`config.mk`:
```
export PLATFORM = sky130hd
export DESIGN_NAME = ics2d_ofifo_flat
export DESIGN_NICKNAME = d
export VERILOG_FILES = /design/src/rtl/core/image_convolution_2d_same_assert.svh /design/src/rtl/core/ics2d_pkg.sv /design/src/rtl/core/ics2d_if.sv /design/src/rtl/core/ics2d_ofifo.sv /design/src/flat_wrapper.sv
export SDC_FILE = /design/constraint.sdc
export NUM_CORES = 1
export LEC_CHECK = 0
export BUFFER_PORTS_ARGS = -buffer_cell sky130_fd_sc_hd__buf_2
export CAP_MARGIN = 0
export CORE_ASPECT_RATIO = 1.2
export CORE_UTILIZATION = 30
export DETAILED_ROUTE_END_ITERATION = 8
export PLACE_DENSITY = 0.51
export SYNTH_ARGS = -nofsm -noshare
export SYNTH_HDL_FRONTEND = slang
export SYNTH_SLANG_ARGS = --single-unit
```
`constraint.sdc`:
```
create_clock -name clk -period 6.04 [get_ports clk]
set_clock_uncertainty 0.2 [all_clocks]
set_input_delay 0.906 -clock clk [delete_from_list [all_inputs] [get_ports clk]]
set_output_delay 0.906 -clock clk [all_outputs]
set_load 0.005 [all_outputs]
```
`src/rtl/core/image_convolution_2d_same_assert.svh`:
```
// assertion macros shared by the convolution block
`ifndef IMAGE_CONVOLUTION_2D_SAME_ASSERT_SVH
`define IMAGE_CONVOLUTION_2D_SAME_ASSERT_SVH

// same-cycle implication, sampled on clk, off while rst_n is low
`define ICS2D_ASSERT_IMP(lbl, ante, cons, msg) \
    lbl: assert property (@(posedge clk) disable iff (!rst_n) (ante) |-> (cons)) \
        else $error(msg);

// next-cycle implication, sampled on clk, off while rst_n is low
`define ICS2D_ASSERT_NXT(lbl, ante, cons, msg) \
    lbl: assert property (@(posedge clk) disable iff (!rst_n) (ante) |=> (cons)) \
        else $error(msg);

`endif

```
`src/rtl/core/ics2d_pkg.sv`:
```
// shared types and constants of the zero-padded 2-d convolution block
package ics2d_pkg;

    localparam int MAX_WIDTH   = 1024;
    localparam int MAX_KERNEL  = 5;
    localparam int TAP_ROWS    = 5;
    localparam int RING_ROWS   = MAX_KERNEL + 1;
    localparam int SLOT_W      = $clog2(RING_ROWS);
    localparam int SAMPLE_W    = 16;
    localparam int TAP_W       = 12;
    localparam int PROD_W      = SAMPLE_W + TAP_W;
    localparam int RSUM_W      = PROD_W + 3;
    localparam int RESULT_W    = 40;
    localparam int ROW_W       = 16;
    localparam int ROW_CNT_W   = ROW_W + 1;
    localparam int COL_OUT_W   = 10;
    localparam int CFG_W       = 60;
    localparam int CFG_IDX_W   = 3;
    localparam int WIDTH_REG_W = 11;
    localparam int KSIZE_REG_W = 3;
    localparam int OFIFO_DEPTH = 8;
    localparam int OFIFO_PTR_W = $clog2(OFIFO_DEPTH);
    localparam int OFIFO_CNT_W = OFIFO_PTR_W + 1;
    localparam int PEND_STAGES = 3;

    typedef enum logic [CFG_IDX_W-1:0] {
        CFG_IMAGE_WIDTH  = 3'd0,
        CFG_IMAGE_HEIGHT = 3'd1,
        CFG_KERNEL_SIZE  = 3'd2,
        CFG_TAPS_ROW0    = 3'd3,
        CFG_TAPS_ROW1    = 3'd4,
        CFG_TAPS_ROW2    = 3'd5,
        CFG_TAPS_ROW3    = 3'd6,
        CFG_TAPS_ROW4    = 3'd7
    } cfg_idx_t;

    // per-item control that travels along the arithmetic pipeline
    typedef struct packed {
        logic                  emit;
        logic                  last;
        logic [ROW_W-1:0]      row;
        logic [COL_OUT_W-1:0]  col;
        logic [MAX_KERNEL-1:0] rmask;
        logic [MAX_KERNEL-1:0] cmask;
    } tag_t;

    typedef struct packed {
        logic signed [RESULT_W-1:0] value;
        logic [ROW_W-1:0]           row;
        logic [COL_OUT_W-1:0]       col;
        logic                       last;
    } res_t;

endpackage

```
`src/rtl/core/ics2d_if.sv`:
```


interface ics2d_out_if;
    logic                                     valid;
    logic                                     ready;
    logic signed [ics2d_pkg::RESULT_W-1:0]    result_value;
    logic [ics2d_pkg::ROW_W-1:0]              out_row;
    logic [ics2d_pkg::COL_OUT_W-1:0]          out_col;
    logic                                     frame_last;

    modport source (output valid, output result_value, output out_row, output out_col,
                    output frame_last, input ready);
    modport sink   (input valid, input result_value, input out_row, input out_col,
                    input frame_last, output ready);
endinterface

```
`src/rtl/core/ics2d_ofifo.sv`:
```
// result queue that decouples the pipeline from the output receiver
module ics2d_ofifo (
    input  logic                                  clk,
    input  logic                                  rst_n,
    input  logic                                  push,
    input  ics2d_pkg::res_t                       push_data,
    output logic [ics2d_pkg::OFIFO_CNT_W-1:0]     count,
    ics2d_out_if.source                           out_ch
);

    localparam int DEPTH = ics2d_pkg::OFIFO_DEPTH;
    localparam int PTR_W = ics2d_pkg::OFIFO_PTR_W;
    localparam int CNT_W = ics2d_pkg::OFIFO_CNT_W;

    ics2d_pkg::res_t  entry_reg [DEPTH];
    logic [PTR_W-1:0] wptr_reg, wptr_next;
    logic [PTR_W-1:0] rptr_reg, rptr_next;
    logic [CNT_W-1:0] cnt_reg, cnt_next;
    logic             pop;

    assign pop = out_ch.valid && out_ch.ready;

    always_comb
    begin
        wptr_next = push ? wptr_reg + PTR_W'(1) : wptr_reg;
        rptr_next = pop ? rptr_reg + PTR_W'(1) : rptr_reg;
        cnt_next  = cnt_reg + CNT_W'(push) - CNT_W'(pop);
    end

    always_ff @(posedge clk)
    begin
        if (push)
        begin
            entry_reg[wptr_reg] <= push_data;
        end
    end

    always_ff @(posedge clk or negedge rst_n)
    begin
        if (!rst_n)
        begin
            wptr_reg <= '0;
            rptr_reg <= '0;
            cnt_reg  <= '0;
        end
        else
        begin
            wptr_reg <= wptr_next;
            rptr_reg <= rptr_next;
            cnt_reg  <= cnt_next;
        end
    end

    assign count               = cnt_reg;
    assign out_ch.valid        = (cnt_reg != '0);
    assign out_ch.result_value = entry_reg[rptr_reg].value;
    assign out_ch.out_row      = entry_reg[rptr_reg].row;
    assign out_ch.out_col      = entry_reg[rptr_reg].col;
    assign out_ch.frame_last   = entry_reg[rptr_reg].last;

endmodule

```
`src/flat_wrapper.sv`:
```
// flat-port wrapper written by rule: the top's interface ports become plain ports
module ics2d_ofifo_flat 
  (clk, rst_n, push, push_data, count, out_ch_valid, out_ch_result_value, out_ch_out_row, out_ch_out_col, out_ch_frame_last, out_ch_ready);
  ics2d_out_if out_ch_i ();
  input  logic clk;
  input  logic rst_n;
  input  logic push;
  input  ics2d_pkg::res_t push_data;
  output logic [ics2d_pkg::OFIFO_CNT_W-1:0] count;
  output wire logic [$bits(out_ch_i.valid)-1:0] out_ch_valid;
  output wire logic [$bits(out_ch_i.result_value)-1:0] out_ch_result_value;
  output wire logic [$bits(out_ch_i.out_row)-1:0] out_ch_out_row;
  output wire logic [$bits(out_ch_i.out_col)-1:0] out_ch_out_col;
  output wire logic [$bits(out_ch_i.frame_last)-1:0] out_ch_frame_last;
  input wire logic [$bits(out_ch_i.ready)-1:0] out_ch_ready;
  assign out_ch_valid = out_ch_i.valid;
  assign out_ch_result_value = out_ch_i.result_value;
  assign out_ch_out_row = out_ch_i.out_row;
  assign out_ch_out_col = out_ch_i.out_col;
  assign out_ch_frame_last = out_ch_i.frame_last;
  assign out_ch_i.ready = out_ch_ready;
  ics2d_ofifo u_core (.clk(clk), .rst_n(rst_n), .push(push), .push_data(push_data), .count(count), .out_ch(out_ch_i));
endmodule
```
==> out/summary.md, run 1 <==
The run finished with clean final reports. The run gives 105 as the total number of placement rows. The tools report the final-layout setup total negative slack as 0 ns.

The logs give 1864 for the number of placed instances, taps included and 9978 for the number of global-route vias before repair. Yosys printed 0 warnings. Dividing the detail-routed via count by the number of cells gives 4.561.

The post-place instance area came out at 0.02282 mm^2. Total via count in the routed design: 8977. The tools report the number of buffers on the longest clock path as 3. The area growth from synthesis to layout is 17.76%. In this run the horizontal extent of the chip is 242.9 um.

Critical path class: reg2out. In the final routed layout, each cell accounts on average for 22.53 um. The final HPWL from detailed placement came out at 23.75 mm.

In this run the count of I/O pins placed on the die edge is 143. In this run the post-CTS setup repair buffer count came out at 0. The worst pin sits at a relative slew slack of 25.05%.

Counting distinct cell types in the post-synthesis netlist gives 23. The filler cells instantiated in the layout total 6316. At the pin with the least slew margin, the transition time is 1.122 ns.

For the worst setup path, the data arrival time is 3.13 ns. Post-cts gate resize count: 0. At the end of routability-driven placement, the weighted congestion stood at 0.6770. Once layout is complete, the utilization of the core stands at 35.86%. The residual antenna-violating net count after detailed routing is 0. The logs give 0.0002321 V for the peak ir drop on the vdd network and 0.06858 mm^2 for the area of the core. The cell at the root of the clock tree is sky130_fd_sc_hd__clkbuf_16. The global-route wire length before repair is 65.69 mm, and the effective utilization at floorplan is 30.45%.

Global routing consumed, over all layers together, 12.63% of the routing resources. The gate count after technology mapping was 829; the area of all placed cells without fillers was 0.02459 mm^2. The biggest area consumer among synthesized cells was sky130_fd_sc_hd__edfxtp_1.

In this run the worst hold path is classified as reg2reg. The pre-antenna-repair detailed-routing pass consisted of 4 iterations. Setup violations remaining at the end of the flow were counted as 0. The share of synthesized area in the top cell type comes to 77.07%. Based on the critical path, the design can be clocked at up to 236.3 MHz.

The synthesized netlist devotes 0.3834% of its cell area to simple gates. The sequential share of the synthesized area was 78.27%. Sorting the synthesized cells by area gives the leading types as sky130_fd_sc_hd__edfxtp_1 77%, sky130_fd_sc_hd__mux4_2 14%, sky130_fd_sc_hd__mux2_4 3.6%, sky130_fd_sc_hd__dfrtp_1 1.2%, sky130_fd_sc_hd__mux2_2 1.0%.

The clock period minus worst slack came out at 4.232 ns. Share of synthesized area spent on multiplexers: 19.07%. Power density over cell area: 482.5 mW/mm^2.

The count of non-filler cells in the finished layout was 1968; the clock latency of the later-clocked register in the worst-skew pair was 0.58 ns. The mapped cell area is 0.02088 mm^2. Across the whole layout, storage elements account for 0.01636 mm^2. The number of max-slew violations in the final report is 0. For the leftover overflow at the end of global routing, the log shows 0. Summing the areas of all fa, ha and maj instances in the mapped netlist gives 0.5152% of the synthesized area. Summing the areas of all compound-gate instances in the mapped netlist gives 0.05991% of the synthesized area. The run gives 0 as the number of design rule violations left after detail routing. The library cells used most frequently in the layout, excluding fill and tap cells, are 536 x sky130_fd_sc_hd__edfxtp_1, 142 x sky130_fd_sc_hd__buf_2, 134 x sky130_fd_sc_hd__mux4_2, 57 x sky130_fd_sc_hd__clkbuf_16, 50 x sky130_fd_sc_hd__mux2_4. The worst setup path is captured at an output port.

For flop-to-flop paths, the worst setup slack is 3.38 ns. The final layout contains 1094 nets. After clock tree synthesis, the clock-pin slew on the worst setup and hold paths is 0.05 ns.

For the pin count of the biggest net entering global routing, the log shows 61. The die is 291.0 um tall. The number of buffer cells added on primary ports came out at 142. The number of hold violations in the final report is 0. The register with the most flip-flops in the layout has 536 of them. Leaving out fill and tap cells, the most frequent cell in the layout is sky130_fd_sc_hd__edfxtp_1. Net count of the mapped netlist: 908. TritonCTS built the clock tree. The synthesized design contains 546 register bits. Setup repair after global routing left no endpoint under its margin. The number of clock buffers added by TritonCTS is 57.

The routed design has 44.34 mm of wire. Along the worst path, the maximum fanout reaches 39. The critical path startpoint category is a flip-flop. The tools report the first-iteration detailed-routing DRC count as 503.

The analysis attributes to cell leakage a power of 8.040 nW. CTS built an H-tree with a depth of 2. XOR/XNOR share of the synthesized area: 0.2516%. Data on the critical path is required at its endpoint by 4.93 ns.

The clock drives 546 sinks. A synthesized cell averages 25.19 um^2. The tools report the number of maximum-capacitance constraint violations as 0.

After layout, the worst path uses 70.07% of the clock period. The die covers 0.07068 mm^2. In the final layout, the share of cells above drive strength 1 is 43.19%. The multi-input combinational cells in the finished layout cover a total of 0.004303 mm^2.

After synthesis, the largest family of logic cells by area is multiplexers. For the number of antenna violations at the first check in global routing, the log shows 6.
==> final timing paths <==
path	from	end	depth (start not counted)
worst max-delay path	u_core.rptr_reg[0]	out_ch_result_value[10]	4
worst min-delay path	u_core.wptr_reg[1]	u_core.wptr_reg[1]	1
worst max register to register	u_core.wptr_reg[0]	u_core.entry_reg[6][19]	3
worst min register to register	u_core.wptr_reg[1]	u_core.wptr_reg[1]	1
max in group asynchronous	rst_n	u_core.rptr_reg[1]	2
min in group asynchronous	rst_n	u_core.rptr_reg[2]	2
==> layer usage <==
layer	track usage (%)	up-vias	wire length, um
li1	-	3909	-
met1	15.38	4835	18620
met2	22.29	155	22820
met3	2.914	70	2010
met4	3.497	8	849
met5	0	-	49
==> critical path: stages (launching register included) <==
cell and delay, ns:
sky130_fd_sc_hd__dfrtp_4 1.00, sky130_fd_sc_hd__buf_4 0.55, sky130_fd_sc_hd__mux4_2 0.56, sky130_fd_sc_hd__mux2_4 0.29, sky130_fd_sc_hd__buf_2 0.13
==> synth_stat cells <==
cell and instances:
sky130_fd_sc_hd__a21o_1 1, sky130_fd_sc_hd__a21oi_1 1, sky130_fd_sc_hd__buf_1 2, sky130_fd_sc_hd__buf_12 6, sky130_fd_sc_hd__buf_2 17, sky130_fd_sc_hd__buf_6 1
sky130_fd_sc_hd__clkbuf_1 12, sky130_fd_sc_hd__dfrtp_1 10, sky130_fd_sc_hd__edfxtp_1 536, sky130_fd_sc_hd__fa_1 1, sky130_fd_sc_hd__ha_1 7, sky130_fd_sc_hd__inv_1 9
sky130_fd_sc_hd__mux2_2 19, sky130_fd_sc_hd__mux2_4 50, sky130_fd_sc_hd__mux4_2 134, sky130_fd_sc_hd__nand2_1 4, sky130_fd_sc_hd__nand2b_1 3, sky130_fd_sc_hd__nand3_1 1
sky130_fd_sc_hd__nor2_1 6, sky130_fd_sc_hd__nor3_1 2, sky130_fd_sc_hd__or3b_2 1, sky130_fd_sc_hd__xnor2_1 4, sky130_fd_sc_hd__xor2_1 2
==> cell type report <==
type | count | area share, %
timing repair buffer | 165 | 4.060
multi-input combinational | 236 | 17.50
clock buffer | 68 | 5.968
inverter | 9 | 0.1374
sequential | 546 | 66.51
clock inverter | 34 | 1.196
tap | 909 | 4.625
antenna | 1 | 0.01018
==> cell families after synthesis <==
group / Yosys count
multiplexers: 203
buffers and inverters: 47
XOR/XNOR: 6
flip-flops: 546
adder cells (fa/ha/maj): 8
AO/OA/AOI/OAI: 2
AND/OR/NAND/NOR: 17
==> through the flow <==
| stage | power (mW) | setup slack [ns] | hold WS (ns) |
|---|---|---|---|
| global placement | 8.736 | 2.311 | 0.3378 |
| detailed placement | 8.788 | 2.302 | 0.3503 |
| finish | 11.87 | 1.808 | 0.3588 |
| global route | 12.47 | 1.542 | 0.3539 |
| CTS | 12.15 | 1.648 | 0.3415 |
| floorplan | 7.509 | 1.512 | 0.3210 |
==> timing repair <==
item,CTS,global route
hold buffers,1,0
setup endpoints to repair,0,0
endpoints found under the hold margin,10,0
==> report_power, final <==
part           switching [mW]  internal (mW)
registers               0.355           4.76
logic                    1.56           1.86
clock network            1.40           1.93
Note: power is estimated with default switching activity, not from simulation.
==> run 2: changes to the inputs <==
Settings changed: PLACE_DENSITY 0.51 to 0.49.
Clock period 6.04 ns to 4 ns, I/O delays scaled along.
==> out/summary.md, run 2 (synthesis gave the netlist of run 1 again) <==
The sum of internal, switching and leakage power was 18.21 mW (was 11.87 mW); the number of maximum-capacitance constraint violations was 0 (unchanged). The run gives 1096 (was 1094) as the number of nets in the finished design. The capture point of the worst reg-to-reg path is u_core.count[1] (was u_core.entry_reg[6][19]). For the number of global-route vias before repair, the log shows 10120 (was 9978). The setup slack of the critical path after layout came out at 0.6170 ns (was 1.808 ns).

The first-pass iteration count of the detailed router was 4 (unchanged). The share of layout cells above drive strength 1 came out at 44.16% (was 43.19%). End point of the worst hold path: u_core.entry_reg[2][39] (was u_core.wptr_reg[1]).

The tools report the layout filler cell count as 6346 (was 6316). The register-to-register path setup slack came out at 1.20 ns (was 3.38 ns). The critical path class is reg2out (unchanged). The leftover overflow at the end of global routing is 0 (unchanged).

The worst min-delay path class was in2reg (was reg2reg). Setup repair after global routing left no endpoint under its margin. Largest fanout on the critical path: 37 (was 39). The tools report the area of the core as 0.06858 mm^2 (unchanged).

The detailed-route wire length was 44.30 mm (was 44.34 mm); the post-place setup slack was 1.177 ns (was 2.302 ns). The tools report the start point of the worst hold path as push_data[39] (was u_core.wptr_reg[1]). The area growth from synthesis to final layout was 18.26% (was 17.76%). The run gives 0 (was 1) as the antenna diode count.

The residual antenna-violating net count after detailed routing came out at 0 (unchanged). Flip-flop count of the largest register after layout: 536 (unchanged). Slowest library cell on the worst path: sky130_fd_sc_hd__dfrtp_4 (unchanged).

The final routed wire length divided by cell count works out to 22.48 um (was 22.53 um). The horizontal extent of the die is 242.9 um (unchanged). The number of design rule violations left after detail routing was 0 (unchanged).

The power density over cell area was 737.2 mW/mm^2 (was 482.5 mW/mm^2); the worst hold path depth was 1 (unchanged). The number of antenna violations at the first check in global routing came out at 7 (was 6). The delay of the slowest cell on the worst path was 0.61 ns (was 1.00 ns).

The cell count of the worst reg-to-reg path works out to 11 (was 3). The required arrival time at the worst endpoint came out at 3.20 ns (was 4.93 ns). The final HPWL from detailed placement came out at 23.90 mm (was 23.75 mm). The all-layer global routing usage is 12.72% (was 12.63%), and the clock-pin slew on the worst setup and hold paths is 0.07 ns (was 0.05 ns). The number of buffer cells added on primary ports works out to 142 (unchanged). The critical path's top delay family was multiplexers (was flip-flops). The depth of the critical timing path with buffers and inverters included was 4 (unchanged).

Leading cell type in the layout, fill and taps excluded: sky130_fd_sc_hd__edfxtp_1 (unchanged). The tools report the cell at the root of the clock tree as sky130_fd_sc_hd__clkbuf_16 (unchanged). Timing would allow up to 295.6 MHz. Peak ir drop on the vdd network: 0.0004304 V (was 0.0002321 V). The logs give 1867 (was 1864) for the number of placed instances, taps included and 0 (unchanged) for the number of max-slew violations in the final report.

The number of hold violations in the final report came out at 0 (unchanged). The final count of negative-setup-slack endpoints is 0 (unchanged). The run gives 2 (unchanged) as the depth of the CTS H-tree. Critical register-to-register path startpoint: u_core.count[2] (was u_core.wptr_reg[0]). The tools report the static leakage as 8.121 nW (was 8.040 nW). The worst-margin pin slew came out at 0.7456 ns (was 1.122 ns). The type of element capturing the critical path is an output port (unchanged). Worst max-slew margin expressed relative to the limit: 50.30% (was 25.05%). The clock sink total was 546 (unchanged); the height of the chip was 291.0 um (unchanged). The pin count of the biggest net entering global routing is 69 (was 61).

The count of non-filler cells in the finished layout is 1971 (was 1968). The run gives 0.60 ns (was 0.58 ns) as the clock latency of the later-clocked register in the worst-skew pair. The global placement routability congestion came out at 0.6636 (was 0.6770). Most frequent cells in the layout: 536 x sky130_fd_sc_hd__edfxtp_1, 142 x sky130_fd_sc_hd__buf_2, 134 x sky130_fd_sc_hd__mux4_2, 56 x sky130_fd_sc_hd__clkbuf_16, 50 x sky130_fd_sc_hd__mux2_4 (was 536 x sky130_fd_sc_hd__edfxtp_1, 142 x sky130_fd_sc_hd__buf_2, 134 x sky130_fd_sc_hd__mux4_2, 57 x sky130_fd_sc_hd__clkbuf_16, 50 x sky130_fd_sc_hd__mux2_4).

The run finished with clean final reports. The number of buffers on the longest clock path was 3 (unchanged); the arrival time at the worst endpoint was 2.58 ns (was 3.13 ns). Number of buffers created by CTS: 56 (was 57).

The total via count in the routed design is 9037 (was 8977), and the clock period minus worst slack is 3.383 ns. The tools report the critical path startpoint category as a flip-flop (unchanged). The worst path uses 84.58% of the clock period.

The logs give 143 (unchanged) for the I/O pin count and 105 (unchanged) for the total number of placement rows. The global-route wire length before repair is 66.30 mm (was 65.69 mm). The via density per instance came out at 4.585 (was 4.561). The critical path buffer and inverter count is 2 (unchanged), and the die outline area is 0.07068 mm^2 (unchanged). The logs give 30.45% (unchanged) for the effective utilization at floorplan and 0 (unchanged) for the post-cts gate resize count. Sequence of cells on the critical path: buf_12 > mux4_2 > mux2_4 > buf_2 (was buf_4 > mux4_2 > mux2_4 > buf_2). TritonCTS built the clock tree. For the first-iteration detailed-routing DRC count, the log shows 495 (was 503).
run 2: cell count changes in the layout (fill, tap and decap cells not counted), sizes merged:
cell      previous run  this run
buf                164       167
bufinv               5         7
clkbuf              68        62
clkinv              23        26
clkinvlp             6         3
diode                1         0
inv                  9        14
run 2: what timing repair did:
action / 4_1_cts / 5_1_grt
buffers inserted: 0 / 0
hold buffers: 1 / 0
hold endpoints to repair: 10 / 0
run 2: how the worst max path moves through the flow:
| stage | startpoint | endpoint |
|---|---|---|
| 2_1_floorplan | push | u_core.entry_reg[1][0] |
| 3_3_place_gp | u_core.rptr_reg[0] | out_ch_result_value[31] |
| 3_5_place_dp | push | u_core.entry_reg[4][58] |
| 4_1_cts | u_core.rptr_reg[0] | out_ch_result_value[31] |
| 5_1_grt | u_core.rptr_reg[0] | out_ch_result_value[0] |
| 6_report | u_core.rptr_reg[0] | out_ch_result_value[20] |
run 2: where the power goes:
group	total, mW	internal (mW)	switching (mW)
registers	7.49	7.20	0.295
logic	5.47	2.84	2.63
clock network	5.25	3.04	2.21
total	18.2	13.1	5.14
run 2: layer usage:
metal / track usage, % / up-vias / routed length, um
met5: 0 / - / 48
met4: 3.620 / 8 / 929
met3: 2.572 / 77 / 1733
met2: 21.89 / 149 / 22450
met1: 16.18 / 4892 / 19140
li1: - / 3911 / -
run 2: layout make-up:
cell class / count / area [um^2] / area share, %
Tap cell: 909 / 1137 / 4.605
Timing Repair Buffer: 168 / 1008 / 4.083
Sequential cell: 546 / 16360 / 66.23
Clock inverter: 41 / 434.2 / 1.758
Multi-Input combinational cell: 236 / 4303 / 17.42
Clock buffer: 62 / 1424 / 5.765
Inverter: 9 / 33.78 / 0.1368
run 2: metrics by stage:
step | TNS (ns) | utilization (%) | cell area (um^2) | hold WS [ns]
2_1_floorplan | -87.22 | - | 20890 | 0.1044
4_1_cts | 0 | 36.01 | 24700 | 0.002777
3_5_place_dp | 0 | 33.29 | 22830 | 0.3032
3_3_place_gp | 0 | 33.29 | 22830 | 0.3014
6_report | 0 | 36.01 | 24700 | 0.05958
5_1_grt | 0 | 36.01 | 24700 | 0.02887
